--- src/rtl/assert_macros.svh ---
// Assertion macros shared by the scheduler modules.
// Expects clk and arst_n in the scope of each use.
`ifndef ASSERT_MACROS_SVH
`define ASSERT_MACROS_SVH

// Property that holds on every clock edge out of reset.
`define PPS_ASSERT(name, prop, msg) \
	name: assert property (@(posedge clk) disable iff (!arst_n) prop) \
	else $error(msg);

// Antecedent at one edge implies consequent at the next edge.
`define PPS_ASSERT_NEXT(name, ante, cons, msg) \
	name: assert property (@(posedge clk) disable iff (!arst_n) (ante) |=> (cons)) \
	else $error(msg);

`endif

--- src/rtl/pps_pkg.sv ---
// Shared types and constants of the preemptive priority scheduler.
// Used by pps_ctrl, pps_datapath and the top level; no dependencies.
package pps_pkg;

	localparam logic [1:0] ACT_LOAD  = 2'd0;
	localparam logic [1:0] ACT_TICK  = 2'd1;
	localparam logic [1:0] ACT_CLEAR = 2'd2;

	localparam logic [4:0] DONE_MAX      = 5'd31;
	localparam logic [4:0] JOB_COUNT_RST = 5'd16;

	typedef struct packed {
		logic [15:0] arrival;
		logic [15:0] burst;
		logic [7:0]  prio;
		logic [15:0] remaining;
		logic [31:0] first_run;
	} entry_t;

	typedef struct packed {
		logic load;
		logic clear;
		logic scan_start;
		logic scan_rd;
		logic update;
		logic result_load;
	} cmd_t;

	typedef struct packed {
		logic idx_last;
	} stat_t;

endpackage

--- src/rtl/preemptive_priority_scheduler_top.sv ---
// Preemptive priority scheduler, top level.
// Input channel carries load, tick and clear beats; output channel carries one beat per tick.
// Config channel writes job_count. Reset arst_n clears the table, time and done count
// and sets job_count to 16.
// Load and clear give no output beat; action 3 is dropped.
// A tick scans every slot through one table read port, one slot per cycle, then
// passes the drain, update and result states: the chosen job is updated and its
// output beat registered. The next input beat is taken only once the tick is
// back in idle, since the slot scan is serial.
// The result sits in an output register until out_ready takes it; loads and
// clears are still accepted meanwhile. A following tick holds in its last step
// until that register is free, so out_ready low stalls ticks only.
// The config channel is always ready; write it only while no tick is in flight.
// Time wraps modulo 2^TIME_BITS; times on the output are its low 32 bits.
// Depends on pps_pkg, pps_ctrl and pps_datapath.
module preemptive_priority_scheduler_top #(
	parameter int MAX_JOBS  = 16,
	parameter int TIME_BITS = 32
) (
	input  logic        clk,
	input  logic        arst_n,
	input  logic        cfg_valid,
	output logic        cfg_ready,
	input  logic [4:0]  cfg_data,
	input  logic        in_valid,
	output logic        in_ready,
	input  logic [1:0]  action,
	input  logic [3:0]  slot,
	input  logic [15:0] arrival_time,
	input  logic [15:0] burst_length,
	input  logic [7:0]  job_priority,
	output logic        out_valid,
	input  logic        out_ready,
	output logic        ran,
	output logic [3:0]  running_slot,
	output logic [31:0] tick_start,
	output logic        finished,
	output logic [31:0] start_time,
	output logic [31:0] finish_time,
	output logic [31:0] turnaround,
	output logic [31:0] waiting,
	output logic        all_done
);
	import pps_pkg::*;

	cmd_t  cmd;
	stat_t stat;

	assign cfg_ready = 1'b1;

	pps_ctrl u_ctrl (
		.clk       (clk),
		.arst_n    (arst_n),
		.in_valid  (in_valid),
		.action    (action),
		.in_ready  (in_ready),
		.out_valid (out_valid),
		.out_ready (out_ready),
		.stat      (stat),
		.cmd       (cmd)
	);

	pps_datapath #(
		.MAX_JOBS  (MAX_JOBS),
		.TIME_BITS (TIME_BITS)
	) u_datapath (
		.clk          (clk),
		.arst_n       (arst_n),
		.slot         (slot),
		.arrival_time (arrival_time),
		.burst_length (burst_length),
		.job_priority (job_priority),
		.cfg_wr       (cfg_valid && cfg_ready),
		.cfg_data     (cfg_data),
		.cmd          (cmd),
		.stat         (stat),
		.ran          (ran),
		.running_slot (running_slot),
		.tick_start   (tick_start),
		.finished     (finished),
		.start_time   (start_time),
		.finish_time  (finish_time),
		.turnaround   (turnaround),
		.waiting      (waiting),
		.all_done     (all_done)
	);

endmodule

--- src/rtl/pps_ctrl.sv ---
// Controller state machine of the scheduler: sequences load, clear and tick.
// Depends on pps_pkg and assert_macros.svh; drives pps_datapath by commands.
`include "assert_macros.svh"

module pps_ctrl (
	input  logic           clk,
	input  logic           arst_n,
	input  logic           in_valid,
	input  logic [1:0]     action,
	output logic           in_ready,
	output logic           out_valid,
	input  logic           out_ready,
	input  pps_pkg::stat_t stat,
	output pps_pkg::cmd_t  cmd
);
	import pps_pkg::*;

	typedef enum logic [2:0] {
		ST_IDLE,
		ST_SCAN,
		ST_DRAIN,
		ST_UPDATE,
		ST_RESULT
	} state_t;

	state_t state_q;
	logic   out_valid_q;
	logic   accept;
	logic   out_free;

	assign in_ready  = (state_q == ST_IDLE);
	assign out_valid = out_valid_q;
	assign accept    = in_valid && in_ready;
	assign out_free  = !out_valid_q || out_ready;

	always_comb begin
		cmd             = '0;
		cmd.load        = accept && (action == ACT_LOAD);
		cmd.clear       = accept && (action == ACT_CLEAR);
		cmd.scan_start  = accept && (action == ACT_TICK);
		cmd.scan_rd     = (state_q == ST_SCAN);
		cmd.update      = (state_q == ST_UPDATE);
		cmd.result_load = (state_q == ST_RESULT) && out_free;
	end

	always_ff @(posedge clk or negedge arst_n) begin
		if (!arst_n) begin
			state_q     <= ST_IDLE;
			out_valid_q <= 1'b0;
		end else begin
			unique case (state_q)
				ST_IDLE: begin
					if (cmd.scan_start) state_q <= ST_SCAN;
				end
				ST_SCAN: begin
					if (stat.idx_last) state_q <= ST_DRAIN;
				end
				ST_DRAIN: begin
					state_q <= ST_UPDATE;
				end
				ST_UPDATE: begin
					state_q <= ST_RESULT;
				end
				ST_RESULT: begin
					if (out_free) state_q <= ST_IDLE;
				end
				default: begin
					state_q <= ST_IDLE;
				end
			endcase
			if (cmd.result_load) begin
				out_valid_q <= 1'b1;
			end else if (out_ready) begin
				out_valid_q <= 1'b0;
			end
		end
	end

	`PPS_ASSERT_NEXT(a_result_shown, cmd.result_load, out_valid_q, "result beat not presented")
	`PPS_ASSERT_NEXT(a_scan_ends, cmd.scan_rd && stat.idx_last, state_q == ST_DRAIN, "scan overran table")
	`PPS_ASSERT(a_no_overwrite, cmd.result_load |-> (!out_valid_q || out_ready), "result overwritten")

endmodule

--- src/rtl/pps_datapath.sv ---
// Datapath of the scheduler: job table memory, scan compare, time and completion math.
// Depends on pps_pkg and assert_macros.svh; commanded by pps_ctrl.
`include "assert_macros.svh"

module pps_datapath #(
	parameter int MAX_JOBS  = 16,
	parameter int TIME_BITS = 32
) (
	input  logic           clk,
	input  logic           arst_n,
	input  logic [3:0]     slot,
	input  logic [15:0]    arrival_time,
	input  logic [15:0]    burst_length,
	input  logic [7:0]     job_priority,
	input  logic           cfg_wr,
	input  logic [4:0]     cfg_data,
	input  pps_pkg::cmd_t  cmd,
	output pps_pkg::stat_t stat,
	output logic           ran,
	output logic [3:0]     running_slot,
	output logic [31:0]    tick_start,
	output logic           finished,
	output logic [31:0]    start_time,
	output logic [31:0]    finish_time,
	output logic [31:0]    turnaround,
	output logic [31:0]    waiting,
	output logic           all_done
);
	import pps_pkg::*;

	localparam int SLOT_W = $clog2(MAX_JOBS);
	localparam logic [SLOT_W-1:0] LAST_IDX = SLOT_W'(MAX_JOBS - 1);

	entry_t              mem [MAX_JOBS];
	logic [MAX_JOBS-1:0] live_q;

	logic [SLOT_W-1:0]    idx_q;
	logic [SLOT_W-1:0]    rd_idx_s1;
	logic                 rd_vld_s1;
	logic                 rd_live_s1;
	entry_t               rd_s1;
	logic                 found_q;
	logic [SLOT_W-1:0]    best_idx_q;
	entry_t               best_q;
	logic [TIME_BITS-1:0] time_q;
	logic [4:0]           done_q;
	logic [4:0]           job_count_q;

	logic        res_ran_q;
	logic        res_fin_q;
	logic [31:0] res_tick_q;
	logic [31:0] res_start_q;
	logic [31:0] res_finish_q;
	logic [31:0] res_tat_q;

	logic                 load_ok;
	logic [31:0]          slot_ext;
	logic [SLOT_W-1:0]    load_addr;
	logic                 wr_en;
	logic [SLOT_W-1:0]    wr_addr;
	entry_t               wr_entry;
	entry_t               run_entry;
	logic [15:0]          cand_rem;
	logic                 cand_ready;
	logic                 better;
	logic                 take;
	logic [TIME_BITS-1:0] time_next;
	logic [63:0]          now_w;
	logic [63:0]          next_w;
	logic [31:0]          now32;
	logic [31:0]          next32;
	logic [15:0]          rem_new;
	logic                 fin_now;
	logic [31:0]          best_ext;

	assign slot_ext  = 32'(slot);
	assign load_addr = slot_ext[SLOT_W-1:0];
	assign load_ok   = cmd.load && (burst_length != 16'd0) && (slot_ext < 32'(MAX_JOBS));

	assign time_next = time_q + TIME_BITS'(1);
	assign now_w     = 64'(time_q);
	assign next_w    = 64'(time_next);
	assign now32     = now_w[31:0];
	assign next32    = next_w[31:0];
	assign rem_new   = best_q.remaining - 16'd1;
	assign fin_now   = found_q && (rem_new == 16'd0);
	assign best_ext  = 32'(best_idx_q);

	always_comb begin
		run_entry           = best_q;
		run_entry.remaining = rem_new;
		if (best_q.remaining == best_q.burst) run_entry.first_run = now32;
	end

	assign wr_en   = load_ok || (cmd.update && found_q);
	assign wr_addr = cmd.update ? best_idx_q : load_addr;
	assign wr_entry = cmd.update ? run_entry :
		entry_t'{arrival: arrival_time, burst: burst_length, prio: job_priority,
		  remaining: burst_length, first_run: 32'd0};

	assign cand_rem   = rd_live_s1 ? rd_s1.remaining : 16'd0;
	assign cand_ready = (cand_rem != 16'd0) && (TIME_BITS'(rd_s1.arrival) <= time_q);
	assign better     = !found_q || (rd_s1.prio < best_q.prio) ||
		((rd_s1.prio == best_q.prio) && (rd_s1.arrival < best_q.arrival));
	assign take       = rd_vld_s1 && cand_ready && better;

	assign stat.idx_last = (idx_q == LAST_IDX);

	// job table
	always_ff @(posedge clk) begin
		if (wr_en) mem[wr_addr] <= wr_entry;
		rd_s1     <= mem[idx_q];
		rd_idx_s1 <= idx_q;
	end

	always_ff @(posedge clk or negedge arst_n) begin
		if (!arst_n) begin
			live_q      <= '0;
			idx_q       <= '0;
			rd_vld_s1   <= 1'b0;
			rd_live_s1  <= 1'b0;
			found_q     <= 1'b0;
			time_q      <= '0;
			done_q      <= '0;
			job_count_q <= JOB_COUNT_RST;
		end else begin
			rd_vld_s1  <= cmd.scan_rd;
			rd_live_s1 <= live_q[idx_q];
			if (cfg_wr) job_count_q <= cfg_data;
			if (cmd.clear) begin
				live_q <= '0;
				time_q <= '0;
				done_q <= '0;
			end else if (load_ok) begin
				live_q[load_addr] <= 1'b1;
			end
			if (cmd.scan_start) begin
				idx_q   <= '0;
				found_q <= 1'b0;
			end else begin
				if (cmd.scan_rd && !stat.idx_last) idx_q <= idx_q + SLOT_W'(1);
				if (take) found_q <= 1'b1;
			end
			if (cmd.update) begin
				time_q <= time_next;
				if (fin_now && (done_q < DONE_MAX)) done_q <= done_q + 5'd1;
			end
		end
	end

	// best candidate, completion staging and result beat
	always_ff @(posedge clk) begin
		if (take) begin
			best_idx_q <= rd_idx_s1;
			best_q     <= rd_s1;
		end
		if (cmd.update) begin
			res_ran_q    <= found_q;
			res_fin_q    <= fin_now;
			res_tick_q   <= now32;
			res_start_q  <= run_entry.first_run;
			res_finish_q <= next32;
			res_tat_q    <= next32 - 32'(best_q.arrival);
		end
		if (cmd.result_load) begin
			ran          <= res_ran_q;
			running_slot <= res_ran_q ? best_ext[3:0] : 4'd0;
			tick_start   <= res_tick_q;
			finished     <= res_fin_q;
			start_time   <= res_fin_q ? res_start_q : 32'd0;
			finish_time  <= res_fin_q ? res_finish_q : 32'd0;
			turnaround   <= res_fin_q ? res_tat_q : 32'd0;
			waiting      <= res_fin_q ? (res_tat_q - 32'(best_q.burst)) : 32'd0;
			all_done     <= (done_q >= job_count_q);
		end
	end

	`PPS_ASSERT(a_idx_range, idx_q <= LAST_IDX, "scan index beyond table")
	`PPS_ASSERT(a_best_live, (cmd.update && found_q) |-> (best_q.remaining != 16'd0), "chosen job has no time left")

endmodule

--- config.mk ---
export PLATFORM = sky130hd
export DESIGN_NAME = preemptive_priority_scheduler_top
export DESIGN_NICKNAME = d
export VERILOG_FILES = /design/src/rtl/pps_pkg.sv /design/src/rtl/preemptive_priority_scheduler_top.sv /design/src/rtl/pps_ctrl.sv /design/src/rtl/pps_datapath.sv
export VERILOG_INCLUDE_DIRS = /design/src /design/src/rtl
export SDC_FILE = /design/constraint.sdc
export NUM_CORES = 2
export LEC_CHECK = 0
export ABC_CLOCK_PERIOD_IN_PS = 9300
export BUFFER_PORTS_ARGS = -buffer_cell sky130_fd_sc_hd__clkbuf_2
export CORE_MARGIN = 2
export CORE_UTILIZATION = 30
export DETAILED_ROUTE_END_ITERATION = 6
export MAX_ROUTING_LAYER = met4
export PLACE_DENSITY_LB_ADDON = 0.25
export SKIP_CTS_REPAIR_TIMING = 1
export SLEW_MARGIN = 20
export SYNTH_ARGS = -nofsm -noshare
export SYNTH_HDL_FRONTEND = slang
export SYNTH_SLANG_ARGS = --single-unit
--- constraint.sdc ---
create_clock -name clk -period 9.3 [get_ports clk]
set_input_delay 0.93 -clock clk [delete_from_list [all_inputs] [get_ports clk]]
set_output_delay 0.93 -clock clk [all_outputs]
set_load 0.03 [all_outputs]
**After elaboration in Yosys (flattened, before gate mapping)**

Memory sizes are Yosys's and may differ from the RTL's. A register that Yosys moved wholly into a read port is not among the register bits.
Cells that the tools add are included.

- Add/subtract/negate cells: 6
- $mul: 0
- Div/mod/pow operators: 0
- Magnitude comparators: 9
- Equality and inequality tests: 12
- Shifts and indexed selects: 0
- Mux-type cells: 27
- Bitwise operators: 1
- Reductions and logical operators: 34

Operators by type and width:

| kind | count |
|---|---|
| 32-bit two-way mux | 3 |
| 88-bit two-way mux | 1 |
| 32-bit by 16-bit subtractor with 32-bit output | 2 |
| 16-bit two-way mux | 3 |
| 32-bit by 1-bit adder with 32-bit output (second input constant) | 1 |
| 16-bit by 32-bit less-or-equal comparator with 1-bit output | 1 |
| 16-bit nonzero test | 2 |
| 16-bit equality test | 1 |
| 1-bit logical AND | 16 |
| 16-bit logical NOT | 1 |
| 16-bit less-than comparator | 1 |
| 16-bit OR | 1 |
| 16-bit by 1-bit subtractor with 16-bit output (second input constant) | 1 |
| 4-bit by 5-bit less-than comparator with 1-bit output (second input constant) | 3 |
| 5-bit two-way mux | 3 |
| 3-bit one-hot mux with 5 select lines | 1 |
| 4-bit two-way mux | 3 |
| 2-bit nonzero test | 5 |
| 3-bit two-way mux | 3 |
| 8-bit equality test | 1 |
| 8-bit less-than comparator | 1 |
| 1-bit two-way mux | 8 |
| 3-bit by 2-bit equality test with 1-bit output (second input constant) | 2 |
| 5-bit by 1-bit adder with 5-bit output (second input constant) | 1 |
| 18 further kinds | 24 |

- Flip-flop bits (word level): 462
- Bits in latches: 0
- RAM bits: 1,408
- Memory bits (read-only): 0
- Input bits: 56
- Output and inout bits: 170
- Word-level logic and storage cells: 122
- Memories: 1

Memories:

| name | depth | width | rd ports | clocked after memory_dff | write ports | RTL line | text |
|---|---|---|---|---|---|---|---|
| u_datapath.mem | 16 | 88 | 1 | 1 | 1 | pps_datapath.sv:34 | `entry_t mem [MAX_JOBS];` |

**Logic depth before layout (Yosys ltp)**

- Word-level depth: 8
- Mapped depth: 15
- Mapped depth without buffers: 14

**Hierarchy**

From an unflattened synthesis, not the netlist that was laid out.

- Cells, all modules: 3,780
- Area, all modules: 75,975.4 µm²

By module, submodules not included:

| module | instances | cells each | area each (µm²) | sequential area each (µm²) |
|---|---|---|---|---|
| pps_datapath | 1 | 3,755 | 75,721.4 | 57,431.3 |
| pps_ctrl | 1 | 23 | 242.7 | 100.1 |
| preemptive_priority_scheduler_top | 1 | 2 | 11.3 | 0.0 |

**Worst setup path before layout**

No wires, ideal clock.

- Path type: flip-flop to flip-flop
- Start point: register u_ctrl.state_q[2]
- End point: memory u_datapath.mem[0][0] (netlist bit) (enable)
- Setup time: 642 ps
- Arrival time: 8,130 ps
- Data required time: 8,658 ps
- Slack: 528 ps
- Stages on the path, launching flop included: 8
- Buffers on the path: 0
- Clock period less this slack: 8,772 ps
- Cells stage by stage: dfrtp_1 nor3_1 nand2_1 nor2_1 nand2_1 nor2_1 o21ai_0 nor3_1

- Word-level cells in the longest chain between the ends: 8
- Elaborated cells on any way between the ends: 11
- Classes of those cells: eq/ne: 1; mux: 3; reduce/logical: 7

RTL lines:

| item | RTL line | text |
|---|---|---|
| start, declared | pps_ctrl.sv:26 | `state_t state_q;` |
| start signal, assigned | pps_ctrl.sv:48 | `state_q <= ST_IDLE;` |
| start signal, assigned | pps_ctrl.sv:53 | `if (cmd.scan_start) state_q <= ST_SCAN;` |
| start signal, assigned | pps_ctrl.sv:56 | `if (stat.idx_last) state_q <= ST_DRAIN;` |
| 3-bit logical NOT | pps_ctrl.sv:31 | `assign in_ready = (state_q == ST_IDLE);` |
| net in_ready | preemptive_priority_scheduler_top.sv:26 | `output logic in_ready,` |
| 1-bit logical AND | pps_ctrl.sv:33 | `assign accept = in_valid && in_ready;` |
| 1-bit logical AND | pps_ctrl.sv:38 | `cmd.load = accept && (action == ACT_LOAD);` |
| 1-bit logical AND (2 in a row) | pps_datapath.sv:78 | `assign load_ok = cmd.load && (burst_length != 16'd0) && (slot_ext < 32'(MAX_JOBS));` |
| 1-bit logical OR | pps_datapath.sv:95 | `assign wr_en = load_ok \|\| (cmd.update && found_q);` |
| 1-bit two-way mux | pps_datapath.sv:111 | `if (wr_en) mem[wr_addr] <= wr_entry;` |
| 1-bit two-way mux (not written as such) | pps_datapath.sv:111 |  |
| end, declared | pps_datapath.sv:34 |  |

The timed path passes the listed nets, and every way through them passes these cells.

**Worst setup path in the final report**

- Start point: register u_datapath.time_q[0], in the netlist u_datapath.now32[0]
- End point: register u_datapath.res_tat_q[31], data pin

- Word-level cells in the longest chain between the ends: 2

RTL lines:

| item | RTL line | text |
|---|---|---|
| start, declared | pps_datapath.sv:45 | `logic [TIME_BITS-1:0] time_q;` |
| start signal, assigned | pps_datapath.sv:145 | `time_q <= time_next;` |
| 32-bit by 1-bit adder with 32-bit output | pps_datapath.sv:80 | `assign time_next = time_q + TIME_BITS'(1);` |
| net u_datapath.next32[12] | pps_datapath.sv:71 | `logic [31:0] next32;` |
| 32-bit by 16-bit subtractor with 32-bit output | pps_datapath.sv:163 | `res_tat_q <= next32 - 32'(best_q.arrival);` |
| end signal, assigned | pps_datapath.sv:163 |  |
| end, declared | pps_datapath.sv:54 | `logic [31:0] res_tat_q;` |

The timed path passes the listed nets, and every way through them passes these cells.
A chain may end at the register's enable or synchronous reset.

==> results.md <==
Status:
- The run finished, with violations left.
- The checks that failed: DRC.

Placed design:
- During placement, the flow inserted port buffers numbering between 200 and 250.
- After legalization and detailed placement, the total HPWL measured 124600 um.
- At the end of routability-driven placement, the weighted congestion stood at 0.8182.
- After detailed placement, the total cell area comes to 81260 um^2.

Clock network:
- TritonCTS built the clock tree.
- No sink is reached through more buffers than the 3 on the longest clock path.
- The clock transition at the register clock pins on the worst setup and hold paths after CTS is about 0.060 ns.
- At the later pin of the worst-skew pair, clock insertion delay measures 0.85 ns.
- In this run the clock root is driven by a sky130_fd_sc_hd__clkbuf_16.
- The tree built by TritonCTS fans out to 1958 sinks.
- The CTS buffer count is 192.
- The H-tree level count is 4.

Synth:
- Counting flops and latches in the post-synthesis netlist gives about 2000.
- The post-synthesis cell type count is 69.
- The primary flip-flop cell chosen by synthesis mapping is sky130_fd_sc_hd__edfxtp_1.
- After synthesis, the mean cell area works out to 20.03 um^2.
- In the synthesized netlist the async set-or-reset flop fraction comes to 0.03524.
- The number of nets produced by synthesis is 3917.
- The number of synthesized flops with an enable pin is 1797.
- The fraction of the yosys area taken by sequential cells is 0.7601.
- The post-synthesis cell area is 75690 um^2.
- Synthesis produced a netlist whose cell count is 3778.
- The synthesis warning total is 0.

Global route:
- The met2 routing resource usage after global routing is 0.2458.
- The via count of the first global-routing pass is 37580.
- The global routing stage identified its most utilized layer as met2.
- Across every metal layer, demand over resource in global routing totals 0.1587.
- Entering global routing, the biggest net connects 136 pins.
- The fraction of met3 tracks used by global routing is 0.02985.
- The initial antenna violation count is 18.
- In the global route stage, met1 resource usage came out at 0.2137.
- The residual overflow from global routing is 0.
- The first global-routing pass estimated between 200000 and 300000 um of wire.

Setup path:
- The family with the most delay on the worst path is simple AND/OR/NAND/NOR gates.
- Traced cell by cell, the critical path runs through ha_1, inv_1, nor4_1, nand2_1, xnor2_1, ha_1, a21o_1, a21o_1, a21oi_1, o21ai_0, a211oi_1, nand2_1, nor4_1, xnor2_1.
- The worst setup path is of the register to register kind.
- The kind of end point of the critical path is a register.
- The number of gates on the worst path with buffers counted is 14.
- The critical path's largest stage delay is ~0.77 ns.
- The category of the worst setup path launch point is a register.
- The arrival time reported for the critical path endpoint is 5.48 ns.
- Counting both buffers and inverters, the worst setup path holds a total of 1.
- In this run the worst path has a maximum fanout of 9.
- The length in cells of the worst reg-to-reg path is 14.
- The endpoint required time on the critical path is 9.88 ns.
- Among all stages on the critical path, the largest delay is contributed by sky130_fd_sc_hd__nor4_1.

Finish:
- Leaving out fill and tap cells, the most frequent cell in the layout is sky130_fd_sc_hd__edfxtp_1.
- In the layout the commonest cells are sky130_fd_sc_hd__edfxtp_1 (1797), sky130_fd_sc_hd__mux4_2 (445), sky130_fd_sc_hd__clkbuf_2 (223).
- The fraction of layout cells with a size suffix above 1 is 0.2639.
- The finished cells cover 87690 um^2.
- In the final layout, the registers with the most flip-flops are u_datapath.mem x1408, u_datapath.best_q x88, u_datapath.rd_s1 x88.
- After the last flow step, the layout net total stands at 4267.
- Fill cells in the final layout number 23410.
- The number of flip-flops under the largest register name is 1408.
- The relative area change from synthesis to final layout is 15.86%.
- u_datapath.mem holds more flip-flops than any other register.

Floorplan:
- In this run the count of I/O pins placed on the die edge is approximately 230.
- The overall die area is about 260000 um^2.
- In this run the standard cell core region covers roughly 250000 um^2.
- The initial standard-cell utilization of the core is 0.3013.
- In this run the vertical extent of the chip is 506.3 um.
- The die is 506.3 um wide.
- The number of core rows is 184.

Drt:
- The initial DRC count is 3211.
- The total wirelength of the detailed-routed design is 200200 um.
- The average wire per standard cell is about 26 um.
- Before antenna repair, the detailed router went through 7 iterations.
- After detailed routing, the number of remaining DRC violations is 1.
- Using the TritonRoute via totals, the vias-per-cell ratio works out to 4.829.
- The vias after detailed routing is 36940.
- Once detail routing completed, the nets flagged for antenna violations numbered 0.

STA:
- Setup violations remaining at the end of the flow were counted as 0.
- The total negative slack is 0 ns.
- The relative slew slack is 0.2466.
- The count of final hold-check violations is 0.
- Setup repair after global routing left no endpoint under its margin.
- The final setup skew is between 0.05 and 0.06 ns.
- The final clock period utilization by the worst path is 0.5270.
- Static timing analysis puts the maximum clock frequency at roughly 200 MHz.
- The tightest hold path in the finished design has a slack of 0.07217 ns.
- At the pin with the least slew margin, the transition time is 1.123 ns.
- The count of final max-slew check failures was 0.
- The final period demand of the worst path is ~4.9 ns.

Power:
- Of the total power, the clock network draws 0.310.
- The share of total power dissipated in combinational logic is 0.234.
- The internal power is 17840 uW.
- The power share of the sequential group is 0.456.
- The largest voltage drop on the vdd net is 264.6 uV.
- The leakage dissipation is 0.02876 uW.
- Of the total power, the share spent switching nets is 0.2908.
- In this run the power density over the cells is 286.8 nW/um^2.
- Summed over all nets, the switching power comes to 7315 uW.

Worst hold path:
- The path class of the tightest hold or removal check is input port to asynchronous set/reset pin.

Job:
- The number of max-cap violations is 0.
-- worst paths after layout --
path | from | to | slack [ns]
max | u_datapath.now32[0] | u_datapath.res_tat_q[31] | 4.40
min | arst_n | u_ctrl.out_valid | 0.07
max reg2reg | u_datapath.now32[0] | u_datapath.res_tat_q[31] | 4.40
min reg2reg | u_datapath.res_tick_q[24] | u_datapath.tick_start[24] | 0.40
max in group asynchronous | arst_n | u_datapath.job_count_q[4] | 8.53
min in group clk | cfg_data[4] | u_datapath.job_count_q[4] | 0.32
-- metrics by stage --
| step | worst slack (ns) | total power (uW) | utilization | instances |
|---|---|---|---|---|
| CTS | 4.394 | 25470 | 0.3487 | 7639 |
| global route | 3.901 | 26210 | 0.3491 | 7645 |
| finish | 4.399 | 25150 | 0.3491 | 7651 |
| global placement | 3.716 | 17620 | 0.3235 | 7280 |
| floorplan | 0.5283 | 15510 | - | 3778 |
| detailed placement | 4.042 | 17650 | 0.3235 | 7280 |
-- synth_stat cells (22+ instances only) --
master                     instances  share of area
sky130_fd_sc_hd__xor2_1           43         0.0050
sky130_fd_sc_hd__mux4_2          445           0.13
sky130_fd_sc_hd__edfxtp_1       1797           0.71
sky130_fd_sc_hd__nand2_1         147         0.0073
sky130_fd_sc_hd__ha_1             81          0.013
sky130_fd_sc_hd__nand4_1          22         0.0018
sky130_fd_sc_hd__a21oi_1          60         0.0040
sky130_fd_sc_hd__nand3_1          37         0.0024
sky130_fd_sc_hd__clkbuf_1        127         0.0063
sky130_fd_sc_hd__and2_1          148          0.012
sky130_fd_sc_hd__xnor2_1          58         0.0067
sky130_fd_sc_hd__buf_1            39         0.0019
sky130_fd_sc_hd__inv_1            88         0.0044
sky130_fd_sc_hd__dfxtp_1          92          0.024
sky130_fd_sc_hd__mux2_2           26         0.0039
sky130_fd_sc_hd__nor3_1           41         0.0027
sky130_fd_sc_hd__nor2_1           99         0.0049
sky130_fd_sc_hd__nor4_1           34         0.0028
sky130_fd_sc_hd__o21ai_0         138         0.0091
sky130_fd_sc_hd__dfrtp_1          68          0.022
-- power groups by stage --
stage,Clock [uW],Sequential [uW],Combinational [uW]
floorplan,0,11400,4070
global placement,0,11700,5960
detailed placement,0,11700,5990
CTS,7980,11500,6010
global route,8310,11500,6370
finish,7800,11500,5890
-- area by class of cell --
cell class                      instances  area, um^2  share of cell area
Sequential cell                      1958       57550              0.6563
Multi-Input combinational cell       1560       17260              0.1969
Clock buffer                          264        5348             0.06098
Tap cell                             3348        4189             0.04777
Timing Repair Buffer                  328        1992             0.02272
Clock inverter                         95       988.4             0.01127
Inverter                               88       337.8            0.003853
Antenna cell                           10       25.02           0.0002854
-- kinds of logic (layout without fill, tap and decap cells) --
family	count (synthesis)	count (layout)	share of synthesized area
DFF	1958	1958	0.7601
and+or+nand+nor	601	601	0.04116
muxes	476	476	0.1369
AOI/OAI and AO/OA	298	298	0.02301
buffers and inverters	260	775	0.01311
xor gates and xnor gates	101	101	0.01169
adders and majority gates	83	83	0.01392
other	1	11	0.00004955
-- per-layer routing --
metal / vias to the layer above / part of all wire
met3: 278 / 0.058
li1: 15930 / -
met1: 19620 / 0.44
met2: 1114 / 0.47
met5: - / 0
met4: 0 / 0.026
Note: power is estimated with default switching activity, not from simulation.
